<file path="config.mk">
export PLATFORM = sky130hd
export DESIGN_NAME = aes_ram
export DESIGN_NICKNAME = d
export VERILOG_FILES = /design/src/rtl/aes_ram.sv
export SDC_FILE = /design/constraint.sdc
export NUM_CORES = 1
export LEC_CHECK = 0
export ABC_CLOCK_PERIOD_IN_PS = 9650
export BUFFER_PORTS_ARGS = -buffer_cell sky130_fd_sc_hd__buf_4
export CAP_MARGIN = 10
export CELL_PAD_IN_SITES_DETAIL_PLACEMENT = 0
export CELL_PAD_IN_SITES_GLOBAL_PLACEMENT = 2
export CORE_MARGIN = 2
export CORE_UTILIZATION = 43
export CTS_CLUSTER_DIAMETER = 60
export DETAILED_ROUTE_END_ITERATION = 6
export PLACE_DENSITY_LB_ADDON = 0.1
export SKIP_CTS_REPAIR_TIMING = 1
export SLEW_MARGIN = 0
export SYNTH_ARGS = -nofsm -noshare
export SYNTH_HDL_FRONTEND = slang
export SYNTH_SLANG_ARGS = --single-unit
</file>
<file path="constraint.sdc">
create_clock -name clk_i -period 9.65 [get_ports clk_i]
set_input_delay 0 -clock clk_i [delete_from_list [all_inputs] [get_ports clk_i]]
set_output_delay 0 -clock clk_i [all_outputs]
set_load 0.02 [all_outputs]
</file>
<file path="src/rtl/aes_ram.sv">
// ----------------------------------------------------------------------------
// AES generic RAM
// Single write port, single read port, registered read data.
// ----------------------------------------------------------------------------
module aes_ram #(
  parameter int unsigned Width = 128,
  parameter int unsigned Depth = 11
) (
  input  logic                     clk_i,
  input  logic                     we_i,
  input  logic [$clog2(Depth)-1:0] waddr_i,
  input  logic [Width-1:0]         wdata_i,
  input  logic [$clog2(Depth)-1:0] raddr_i,
  output logic [Width-1:0]         rdata_o
);

  logic [Width-1:0] mem_q [Depth];

  always_ff @(posedge clk_i) begin
    if (we_i) begin
      mem_q[waddr_i] <= wdata_i;
    end
    rdata_o <= mem_q[raddr_i];
  end

endmodule

</file>
==> flow_summary.toml, run 1 <==
[run_status]
status = "finished clean"

[floorplanning]
core_area_um2 = 133100
die_h_um = 369.6
die-area_um2 = 136600
die_x_um = 369.6
ios = 266
initial_core_util = 0.4316
rows = 134

[cts]
cts_buffer_depth = 3
cts_tree = "yes"
clock_latency_ns = 0.77
cts.htree.levels = 4
cts.clk_slew.worst_paths_ns = 0.06
cts_root_buffer = "clkbuf_16"
cts_inserted_buffers = 163
cts_sinks = 1536

[yosys]
synth_cell_types = 20
synthTopCellsByArea = "edfxtp_1 74%, mux2_2 7.5%, dfxtp_1 4.5%"
synth_top_area_share = 0.7358
async_flop_share = 0
ys_seq_elements = 1536
synth_nets = 3159
yosys_warnings = 0
syn_inst = 3021
synth_ff_type = "edfxtp_1"
synth_edf_count = 1408
yosysSeqAreaShare = 0.7804
syn_avg_cell_area_um2 = 19.02
syn-cell-area_um2 = 57460
yosys.area.top_type = "edfxtp_1"

[place]
gp_congestion = 0.7275
post-place-cells = 4919
dp_hpwl_um = 67640
port_buffers = 265
placed_cell_area_um2 = 61330

[cells_and_area]
final_area_um2 = 67810
nets = 3590
area_growth_pct = 18.01
layout-drive-gt1-share = 0.2588
stdcell_count = 5360
finalCoreUtilization = 0.5094

[timing]
tightest_slew_ns = 1.230
slew_violations = 0
min_period_ns = 2.942
rsz0062_at_grt = "false"
skew_ns = 0.02248
fmax_mhz = 339.9
timing.hold.ws_ns = 0.002619
post-route-period-util = 0.3049
hold_viol_final = 0
fin_tns_setup_ns = 0
finalSetupViolations = 0
slew_headroom = 0.1800

[detailed_routing]
avgViaCountPerCell = 5.382
drtIter0Drc = 1939
wl_per_cell_um = 25.97
vias = 28850
drc = 0
drt_wl_total_um = 139200
drt_first_pass_iters = 5
postRouteAntennaNets = 0

[setup_path]
cp-end-kind = "register"
reg2regPathDepth = 3
critPathKind = "in2reg"
cp_max_fo = 121
cp-start-kind = "input port"
arrival_ns = 3.60
crit_required_ns = 10.31

[global_route]
grt_pass1_vias = 29710
grt_max_degree = 153
grt_first_pass_wirelength_um = 201200
grt-ovfl-total = 0
antenna_found_initial = 12
track_usage = 0.2023

[run]
cap_violations = 0

[min_path]
hold_depth = 4
hp-class = "in2reg"

[power_and_ir_drop]
ir_drop_mv = 0.1668
leakagePower_nw = 22.84
powerDensity_nw_per_um2 = 211.0
[area by class of cell]
cell class	instances	area, um2
Sequential cell	1536	44840
Multi-Input combinational cell	1301	11750
Antenna cell	6	15.01
Clock inverter	55	436.7
Tap cell	1768	2212
Fill cell	10900	65320
Clock buffer	244	4661
Timing Repair Buffer	450	3891
[synth_stat cells (3+ instances only)]
master / instances
edfxtp_1: 1408
mux2_2: 384
mux2i_1: 256
nand2b_1: 131
a22o_1: 128
dfxtp_1: 128
o211ai_1: 128
o22ai_1: 128
o31ai_1: 128
clkbuf_1: 93
buf_4: 42
buf_2: 28
buf_6: 13
nor2_1: 9
buf_1: 8
nor3_1: 3
[state kept, by name, summed over array words and instances (netlist names)]
| name | flops |
|---|---|
| mem_q | 1408 |
| rdata_o | 128 |
[where the power goes]
part	internal [mW]	switching [mW]	total [mW]
Clock	3.49	2.46	5.95
Combinational	0.348	0.509	0.857
Sequential	7.44	0.0583	7.50
Total	11.3	3.03	14.3
[per-stage QoR]
step / setup slack, ns / total power [mW]
2_1_floorplan: 0.02225 / 8.092
3_3_place_gp: 6.454 / 8.442
3_5_place_dp: 6.467 / 8.461
4_1_cts: 7.283 / 14.42
5_1_grt: 6.523 / 14.81
6_report: 6.708 / 14.31
[cells in the final DEF, fill, tap and decap left out, types with 2 or more instances in the layout]
cell type	n
nand2b_1	130
inv_6	7
clkbuf_1	60
clkinv_1	25
edfxtp_1	1408
diode_2	6
clkinvlp_4	5
mux2i_1	256
buf_8	3
bufinv_16	6
dfxtp_1	128
nor2_4	9
mux2_2	384
buf_4	299
o211ai_1	128
nor3_2	2
o22ai_1	128
nand3b_1	2
clkinv_2	11
dlygate4sd3_1	136
clkbuf_16	169
o31ai_1	128
a22o_1	128
buf_12	12
clkbuf_8	15
[critical path: stages]
cell,delay (ns)
dlygate4sd3_1,0.56
buf_8,0.62
nand2b_4,0.93
buf_4,0.88
o22ai_1,0.22
o31ai_1,0.28
[per-layer routing]
layer  part of all wire  track usage  vias up
met3              0.046      0.04529      168
li1                   -            -    13070
met2               0.50       0.3415      552
met1               0.44       0.2649    15050
met4              0.016      0.05128       12
met5            0.00052            0        -
[logic make-up after synthesis]
group	share of synthesized area
AO/OA/AOI/OAI	0.06689
AND/OR/NAND/NOR	0.01577
flip-flops	0.7804
buffers and inverters	0.01707
multiplexers	0.1199
[path summary, 6_finish.rpt]
| check | startpoint | endpoint | slack, ns |
|---|---|---|---|
| setup reg to reg | mem_q[3][117] | rdata_o[117] | 8.43 |
| hold / removal | raddr_i[2] | rdata_o[6] | 0.003 |
| setup / recovery | raddr_i[1] | rdata_o[80] | 6.71 |
| hold reg to reg | mem_q[10][85] | rdata_o[85] | 0.57 |
Note: power is estimated with default switching activity, not from simulation.
==> run 2: changes to the inputs <==
--- a/config.mk
+++ b/config.mk
@@ -5,7 +5,7 @@
 export SDC_FILE = /design/constraint.sdc
 export NUM_CORES = 1
 export LEC_CHECK = 0
-export ABC_CLOCK_PERIOD_IN_PS = 9650
+export ABC_CLOCK_PERIOD_IN_PS = 2360
 export BUFFER_PORTS_ARGS = -buffer_cell sky130_fd_sc_hd__buf_4
 export CAP_MARGIN = 10
 export CELL_PAD_IN_SITES_DETAIL_PLACEMENT = 0
==> constraint.sdc (replaced) <==
create_clock -name clk_i -period 2.36 [get_ports clk_i]
set_input_delay 0 -clock clk_i [delete_from_list [all_inputs] [get_ports clk_i]]
set_output_delay 0 -clock clk_i [all_outputs]
set_load 0.02 [all_outputs]
==> run 2 against run 1 <==
Sequential share of layout area shrank 1.5 points; power grew to 4.1 times the previous value; hold slack gained 0.026 ns; largest cell class unchanged.
==> flow_summary.toml, run 2 (synthesized netlist as in run 1, its figures left out) <==
[cells_and_area]
nets = 3688
regMostFlops = "mem_q"
stdcell_count = 5454
largest_reg_flops = 1408
top_regs = "mem_q x1408, rdata_o x128"
mostFrequentLayoutCells = "1408 x edfxtp_1, 384 x mux2_2, 336 x buf_4"
area_growth_pct = 20.73
layout_commonest_cell = "edfxtp_1"
finalCoreUtilization = 0.5211
layout-drive-gt1-share = 0.2818

[place]
port_buffers = 265
post-place-cells = 5013
dp_hpwl_um = 78390
gp_congestion = 0.7455

[floorplanning]
core_area_um2 = 133100
ios = 266
die-area_um2 = 136600
die_h_um = 369.6
rows = 134
die_x_um = 369.6
initial_core_util = 0.4316

[power_and_ir_drop]
p_switching_mw = 12.39
total_power_mw = 58.93
ir_drop_mv = 0.5887
p_clk_frac = 0.417
powerDensity_nw_per_um2 = 849.4
power_frac_comb = 0.063
swShare = 0.2103
seqPwrFrac = 0.521
leakagePower_nw = 23.63
internal-power_mw = 46.53

[setup_path]
crit_required_ns = 3.02
reg2regPathDepth = 5
cp_max_fo = 21
crit_slowest_cell = "dlygate4sd3_1"
regToRegSetupSlack_ns = 0.27
path_buf_inv = 5
cp-end-kind = "register"
cp-start-kind = "input port"
r2r-start = "mem_q[8][12]"
cp_top_family = "buffers and inverters"
slowest_delay_ns = 0.58
path_cells = "dlygate4sd3_1, buf_8, buf_4, mux2_2, o211ai_1, dlygate4sd3_1, o31ai_1, dlygate4sd3_1"
critPathKind = "in2reg"
crit_top_cell = "dlygate4sd3_1"
r2r_end = "rdata_o[12]"
arrival_ns = 2.77

[detailed_routing]
drc = 0
vias = 29400
m1WireLength_um = 62820
drtIter0Drc = 1900
wl_per_cell_um = 25.58
avgViaCountPerCell = 5.391
wl_met3_um = 6103
wl_met2_um = 67910
top_layer_used = "met5"
drt_first_pass_iters = 5
drt_wl_total_um = 139500
postRouteAntennaNets = 0

[min_path]
hp-class = "in2reg"
hold_depth = 2
hold_end = "mem_q[1][75]"
holdCritStartpoint = "wdata_i[75]"

[timing]
post-route-period-util = 0.8976
skew_ns = 0.02007
rsz0062_at_grt = "false"
slew_violations = 0
hold_viol_final = 0
finalSetupViolations = 0
timing.hold.ws_ns = 0.02876
min_period_ns = 2.118
fmax_mhz = 472.1
slew_headroom = 0.1799
tightest_slew_ns = 1.230

[global_route]
grt_max_degree = 171
grt_first_pass_wirelength_um = 201900
grt-ovfl-total = 0
grt_pass1_vias = 30030
track_usage = 0.2029
antenna_found_initial = 10

[cts]
cts_root_buffer = "clkbuf_16"
cts_buffer_depth = 3
cts_inserted_buffers = 161
cts.clk_slew.worst_paths_ns = 0.06
cts_sinks = 1536
clock_latency_ns = 0.77
cts.htree.levels = 4
cts_tree = "yes"

[run_status]
status = "finished clean"

[run]
cap_violations = 0
-- run 2: layout make-up --
cell class | count | area, um2
Fill cell | 10700 | 63750
Clock inverter | 66 | 529.3
Tap cell | 1768 | 2212
Timing Repair Buffer | 550 | 5370
Clock buffer | 230 | 4649
Multi-Input combinational cell | 1301 | 11760
Sequential cell | 1536 | 44840
Antenna cell | 3 | 7.507
-- run 2: power by group through the flow --
| stage | logic, mW | registers [mW] | clock network (mW) |
|---|---|---|---|
| floorplan | 1.61 | 31.4 | 0 |
| global placement | 3.48 | 31.2 | 0 |
| detailed placement | 3.54 | 31.3 | 0 |
| CTS | 3.55 | 30.7 | 25.2 |
| global route | 3.97 | 30.7 | 26.2 |
| finish | 3.70 | 30.7 | 24.5 |
-- run 2: through the flow --
step	setup TNS [ns]	worst slack [ns]	area, um2
3_5_place_dp	0	0.4131	62770
2_1_floorplan	-994.79	-1.625	57560
4_1_cts	0	0.8434	67950
3_3_place_gp	0	0.4090	62770
6_report	0	0.2417	69370
5_1_grt	0	0.1819	69370
-- run 2: worst max-delay path by stage --
stage / startpoint / to / cells past startpoint
6_report: raddr_i[0] / rdata_o[12] / 8
5_1_grt: waddr_i[3] / mem_q[4][2] / 6
4_1_cts: rdata_o[70] / rdata_o[70] / 1
3_5_place_dp: raddr_i[1] / rdata_o[52] / 6
3_3_place_gp: raddr_i[1] / rdata_o[52] / 6
2_1_floorplan: waddr_i[3] / mem_q[0][0] / 2
-- run 2: routing by layer --
layer / GRT usage / vias up
li1: - / 13270
met5: 0 / -
met1: 0.2767 / 15300
met4: 0.05503 / 14
met2: 0.3328 / 615
met3: 0.03984 / 196
